### config.mk
export PLATFORM = sky130hd
export DESIGN_NAME = bqc_cell
export DESIGN_NICKNAME = d
export VERILOG_FILES = /design/src/rtl/bqc_pkg.sv /design/src/rtl/bqc_cell.sv
export SDC_FILE = /design/constraint.sdc
export NUM_CORES = 2
export LEC_CHECK = 0
export BUFFER_PORTS_ARGS = -buffer_cell sky130_fd_sc_hd__clkbuf_2
export CAP_MARGIN = 20
export CORE_ASPECT_RATIO = 0.6
export CORE_MARGIN = 10
export CORE_UTILIZATION = 29
export CTS_CLUSTER_DIAMETER = 60
export CTS_CLUSTER_SIZE = 20
export DETAILED_ROUTE_END_ITERATION = 8
export GPL_TIMING_DRIVEN = 0
export PLACE_DENSITY = 0.51
export SLEW_MARGIN = 10
export SYNTH_ARGS = -nofsm -noshare
export SYNTH_HDL_FRONTEND = slang
export SYNTH_SLANG_ARGS = --single-unit
### constraint.sdc
create_clock -name i_clk -period 12.39 [get_ports i_clk]
set_input_delay 0.6195 -clock i_clk [delete_from_list [all_inputs] [get_ports i_clk]]
set_output_delay 0.6195 -clock i_clk [all_outputs]
set_load 0.01 [all_outputs]
### src/rtl/bqc_pkg.sv
// Shared types and constants for the biquad cascade filter.
// No dependencies; used by bqc_cell and the top level.
`timescale 1ns / 1ps
package bqc_pkg;

    localparam int SECTIONS_DEF = 4;
    localparam int HIST_W       = 40;
    localparam int COEF_W       = 24;
    localparam int SAMPLE_W     = 32;
    localparam int Q_FRAC       = 20;
    localparam int NUM_SLOTS    = 5;
    localparam int SEC_W        = 4;
    localparam int SLOT_W       = 3;
    localparam int PROD_W       = HIST_W + COEF_W;
    localparam int ACC_W        = PROD_W + 3;

    localparam logic [1:0] MODE_FILTER = 2'd0;
    localparam logic [1:0] MODE_COEF   = 2'd1;
    localparam logic [1:0] MODE_CLEAR  = 2'd2;
    localparam logic [1:0] MODE_UNUSED = 2'd3;

    localparam logic [SLOT_W-1:0] SLOT_B0 = 3'd0;
    localparam logic [SLOT_W-1:0] SLOT_B1 = 3'd1;
    localparam logic [SLOT_W-1:0] SLOT_B2 = 3'd2;
    localparam logic [SLOT_W-1:0] SLOT_A1 = 3'd3;
    localparam logic [SLOT_W-1:0] SLOT_A2 = 3'd4;

    localparam logic signed [HIST_W-1:0] OUT_MAX = 40'sd2147483647;
    localparam logic signed [HIST_W-1:0] OUT_MIN = -40'sd2147483648;

    typedef struct packed {
        logic [1:0]               mode;
        logic signed [SAMPLE_W-1:0] sample;
        logic [SEC_W-1:0]         coef_section;
        logic [SLOT_W-1:0]        coef_slot;
        logic signed [COEF_W-1:0] coef_value;
    } t_in;

    typedef struct packed {
        logic signed [SAMPLE_W-1:0] filtered;
        logic                     clamped;
    } t_out;

    // Broadcast from the top level to every cell.
    typedef struct packed {
        logic                     clr;
        logic                     wr_en;
        logic [SEC_W-1:0]         wr_sec;
        logic [SLOT_W-1:0]        wr_slot;
        logic signed [COEF_W-1:0] wr_val;
    } t_cell_ctl;

endpackage

### src/rtl/bqc_cell.sv
// One biquad section: coefficients, histories and a shared multiply-accumulate.
// Depends on bqc_pkg.
`timescale 1ns / 1ps
module bqc_cell #(
    parameter logic [bqc_pkg::SEC_W-1:0] SEC_IDX = '0
) (
    input  logic                               i_clk,
    input  logic                               i_rst_n,
    input  bqc_pkg::t_cell_ctl                 i_ctl,
    input  logic                               i_start,
    input  logic signed [bqc_pkg::HIST_W-1:0]  i_x,
    output logic                               o_done,
    output logic signed [bqc_pkg::HIST_W-1:0]  o_y
);
    import bqc_pkg::*;

    localparam logic signed [ACC_W-1:0] H_MAX  = (ACC_W'(1) <<< (HIST_W - 1)) - ACC_W'(1);
    localparam logic signed [ACC_W-1:0] H_MIN  = -(ACC_W'(1) <<< (HIST_W - 1));
    localparam logic signed [ACC_W-1:0] RND    = ACC_W'(1) <<< (Q_FRAC - 1);
    localparam logic [2:0]              LAST_K = 3'(NUM_SLOTS - 1);
    localparam logic [2:0]              FIN_K  = 3'(NUM_SLOTS + 1);

    logic signed [COEF_W-1:0] r_c [NUM_SLOTS];
    logic signed [HIST_W-1:0] r_x0, r_x1, r_x2, r_y1, r_y2;
    logic signed [PROD_W-1:0] r_prod;
    logic signed [ACC_W-1:0]  r_acc;
    logic                     r_pv, r_pneg, r_busy;
    logic [2:0]               r_cnt;

    logic signed [HIST_W-1:0] w_oph;
    logic [2:0]               w_idx;
    logic signed [PROD_W-1:0] w_mul;
    logic signed [ACC_W-1:0]  w_prod_x, w_rnd;
    logic signed [HIST_W-1:0] w_y;
    logic                     w_fin;

    always_comb begin
        w_idx = (r_cnt <= LAST_K) ? r_cnt : SLOT_B0;
        case (w_idx)
            SLOT_B0: w_oph = r_x0;
            SLOT_B1: w_oph = r_x1;
            SLOT_B2: w_oph = r_x2;
            SLOT_A1: w_oph = r_y1;
            SLOT_A2: w_oph = r_y2;
            default: w_oph = r_x0;
        endcase
        w_mul    = w_oph * r_c[w_idx];
        w_prod_x = ACC_W'(r_prod);
        // floor((sum + half) / 2^Q), then clamp to the history width
        w_rnd    = (r_acc + RND) >>> Q_FRAC;
        if (w_rnd > H_MAX)      w_y = H_MAX[HIST_W-1:0];
        else if (w_rnd < H_MIN) w_y = H_MIN[HIST_W-1:0];
        else                    w_y = w_rnd[HIST_W-1:0];
        w_fin = r_busy && (r_cnt == FIN_K);
    end

    always_ff @(posedge i_clk) begin
        if (!i_rst_n) begin
            r_busy <= 1'b0;
            r_pv   <= 1'b0;
            r_cnt  <= '0;
            r_x1 <= '0; r_x2 <= '0; r_y1 <= '0; r_y2 <= '0;
            for (int k = 0; k < NUM_SLOTS; k++) r_c[k] <= '0;
        end else begin
            if (i_ctl.wr_en && i_ctl.wr_sec == SEC_IDX && i_ctl.wr_slot <= LAST_K) begin
                r_c[i_ctl.wr_slot] <= i_ctl.wr_val;
            end
            if (i_ctl.clr) begin
                r_x1 <= '0; r_x2 <= '0; r_y1 <= '0; r_y2 <= '0;
            end
            if (i_start) begin
                r_busy <= 1'b1;
                r_cnt  <= '0;
                r_acc  <= '0;
                r_pv   <= 1'b0;
                r_x0   <= i_x;
            end else if (r_busy) begin
                r_cnt  <= r_cnt + 3'd1;
                r_pv   <= (r_cnt <= LAST_K);
                r_pneg <= (r_cnt >= SLOT_A1);
                r_prod <= w_mul;
                if (r_pv) r_acc <= r_pneg ? r_acc - w_prod_x : r_acc + w_prod_x;
                if (w_fin) begin
                    r_busy <= 1'b0;
                    r_x2 <= r_x1; r_x1 <= r_x0;
                    r_y2 <= r_y1; r_y1 <= w_y;
                end
            end
        end
    end

    assign o_done = w_fin;
    assign o_y    = w_y;

endmodule

==> impl_metrics.json <==
{
  "ys_seq_area_frac": 0.219,
  "vias": 48800,
  "drv_slew": 0,
  "die_w_um": 599,
  "dr.pass1.iters": 7,
  "yosysWarnings": 0,
  "grt_pass1_vias": 47200,
  "maxCapViolations": 0,
  "netlist_area_sq_um": 58300,
  "cpPeakStageDelay_ps": 1010,
  "cts_max_level": 1,
  "rsz0062_at_grt": "true",
  "max_slew_margin": 0.110,
  "post-route-period-util": 0.993,
  "hold_violations": 0,
  "cp_common_cell": "fa_1",
  "layout_common_cells": "1004 x inv_1, 960 x fa_1, 804 x nand2_1",
  "post-cts-setup-buffers": 0,
  "synth-edff-count": 316,
  "rrSetupSlack_ps": 90,
  "hpwlAfterDp_um": 225000,
  "syn_to_final_growth_pct": 11.0,
  "reg2reg_from": "r_cnt[1]",
  "path_class": "reg -> reg",
  "async_reset_ff_frac": 0,
  "hold_path_class": "in -> reg",
  "drt-initial-drc-count": 6439,
  "drc": 0,
  "endpoint": "r_prod[62]",
  "grt_max_degree": 32,
  "fin_skew_ps": 43.5,
  "r2r_cells": 28,
  "start_util": 0.292,
  "grt_usage": 0.233,
  "r2r_end": "r_prod[62]",
  "clk_latency_ps": 690,
  "design.die.area_sq_um": 220000,
  "cts.clk_slew.worst_paths_ps": 100,
  "drive_gt1_frac": 0.0621,
  "synth-main-ff-cell": "edfxtp_1",
  "routed_wl_um": 263000,
  "overflow": 0,
  "worst_slew_pin_slew_ps": 1330,
  "synth-seq-cells": 481,
  "port_buffers": 114,
  "post_drt_wl_per_cell_um": 28.5,
  "setup_violations": 0,
  "final_net_count": 7810,
  "rows": 127,
  "routabilityCongestion": 1.01,
  "core-area_sq_um": 200000,
  "die_h_um": 367,
  "max_freq_ghz": 0.0813,
  "arrival_ps": 12730,
  "syn_area_per_cell_sq_um": 9.25,
  "clock_sinks": 481,
  "root_buffer": "clkbuf_16",
  "place_inst": 9147,
  "antenna_left": 0,
  "avgViaCountPerCell": 5.30,
  "status": "complete, no violations",
  "final_common_cell": "inv_1",
  "worst-path-max-fanout": 10,
  "tritoncts": "yes",
  "end_kind": "register",
  "grt_pass1_wl_um": 370000,
  "pin_count": 117,
  "finalCriticalPeriod_ps": 12300,
  "fin_cells": 9207,
  "cts_made_buffers": 30,
  "syn_inst": 6299,
  "crit_start": "r_cnt[1]",
  "cpMaxStageDelayCell": "clkbuf_1",
  "ys_types": 86,
  "antenna_found_initial": 21,
  "critPathRequiredTime_ps": 12820,
  "startpoint_type": "register",
  "clk_path_buf_depth": 3
}
-- how the worst min path moves through the flow --
stage,slack (ps),endpoint,start,cells after the start
final,130,r_x0[3],i_x[3],1
after global routing,90,r_x0[3],i_x[3],1
after CTS,100,r_x0[12],i_x[12],1
after detailed placement,470,r_pv,r_pv,2
after global placement,470,r_pv,r_pv,2
after floorplan,450,r_pv,r_pv,2
-- kinds of logic after synthesis --
group                      Yosys count  share of synthesized area
and+or+nand+nor                   2090                      0.168
buffers and inverters             1346                     0.0879
adders and majority gates         1198                      0.381
AOI/OAI and AO/OA                  899                      0.100
DFF                                481                      0.219
xor gates and xnor gates           231                     0.0347
muxes                               53                    0.00923
other                                1                  0.0000643
-- critical path, delay by kind of cell (launching register included) --
family | cells | cell delay [ps]
buffers and inverters | 6 | 2600
adder cells (fa/ha/maj) | 8 | 4410
flip-flops | 1 | 380
AND/OR/NAND/NOR | 6 | 2390
AO/OA/AOI/OAI | 7 | 1950
XOR/XNOR | 1 | 280
-- cells in the mapped netlist, types with 71 or more instances --
cell type | count | share of area
dfxtp_1 | 165 | 0.057
and2_1 | 149 | 0.016
a21o_1 | 71 | 0.0091
a31oi_1 | 75 | 0.0080
nor2_1 | 561 | 0.036
edfxtp_1 | 316 | 0.16
o21ai_0 | 84 | 0.0072
clkbuf_1 | 300 | 0.019
a21oi_1 | 327 | 0.028
nor2b_1 | 189 | 0.020
xnor2_1 | 163 | 0.024
fa_1 | 960 | 0.33
inv_1 | 1004 | 0.065
nor3b_1 | 118 | 0.015
nand2_1 | 805 | 0.052
ha_1 | 238 | 0.051
-- stage by stage --
stage	hold WS, ps	utilization	setup slack, ps	area, sq um	setup TNS (ps)
after floorplan	454	-	3420	58400	0
after global placement	471	0.312	-3400	62300	-58100
after detailed placement	472	0.318	-1380	63500	-20280
after CTS	101	0.323	19.0	64500	0
after global routing	88.7	0.324	-8.79	64700	-8.79
final	126	0.324	87.5	64700	0
-- registers in the layout, indices dropped and copies added, names as in the netlist --
signal  count
r_x1       40
r_pneg      1
r_pv        1
r_y1       40
r_c       144
r_x2       40
r_x0       40
r_cnt       3
r_busy      1
r_y2       40
r_prod     64
r_acc      67
-- repair_timing --
action	CTS	global route
setup endpoints to repair	27	22
endpoints found under the hold margin	0	0
hold buffers	0	0
resized for setup	39	124
pin swaps	0	0
-- area by class of cell --
class | count | area (sq um)
plain buffers | 337 | 1450
inverters | 1005 | 3780
clock inverters | 8 | 91.3
multi-input cells | 4495 | 41000
clock buffers | 39 | 785
well taps | 2644 | 3310
diodes | 12 | 30.0
fillers | 20800 | 135000
repair buffers | 186 | 1500
flip-flops and latches | 481 | 12800
-- per-layer routing --
metal	wire, um	GRT usage
met4	3430	0.0258
met3	41000	0.112
met1	128000	0.378
met5	48	0
met2	90000	0.272
Power is left out: the tool's default activity adds up to more than one toggle a clock period on the data nets, which glitch-free logic cannot reach.
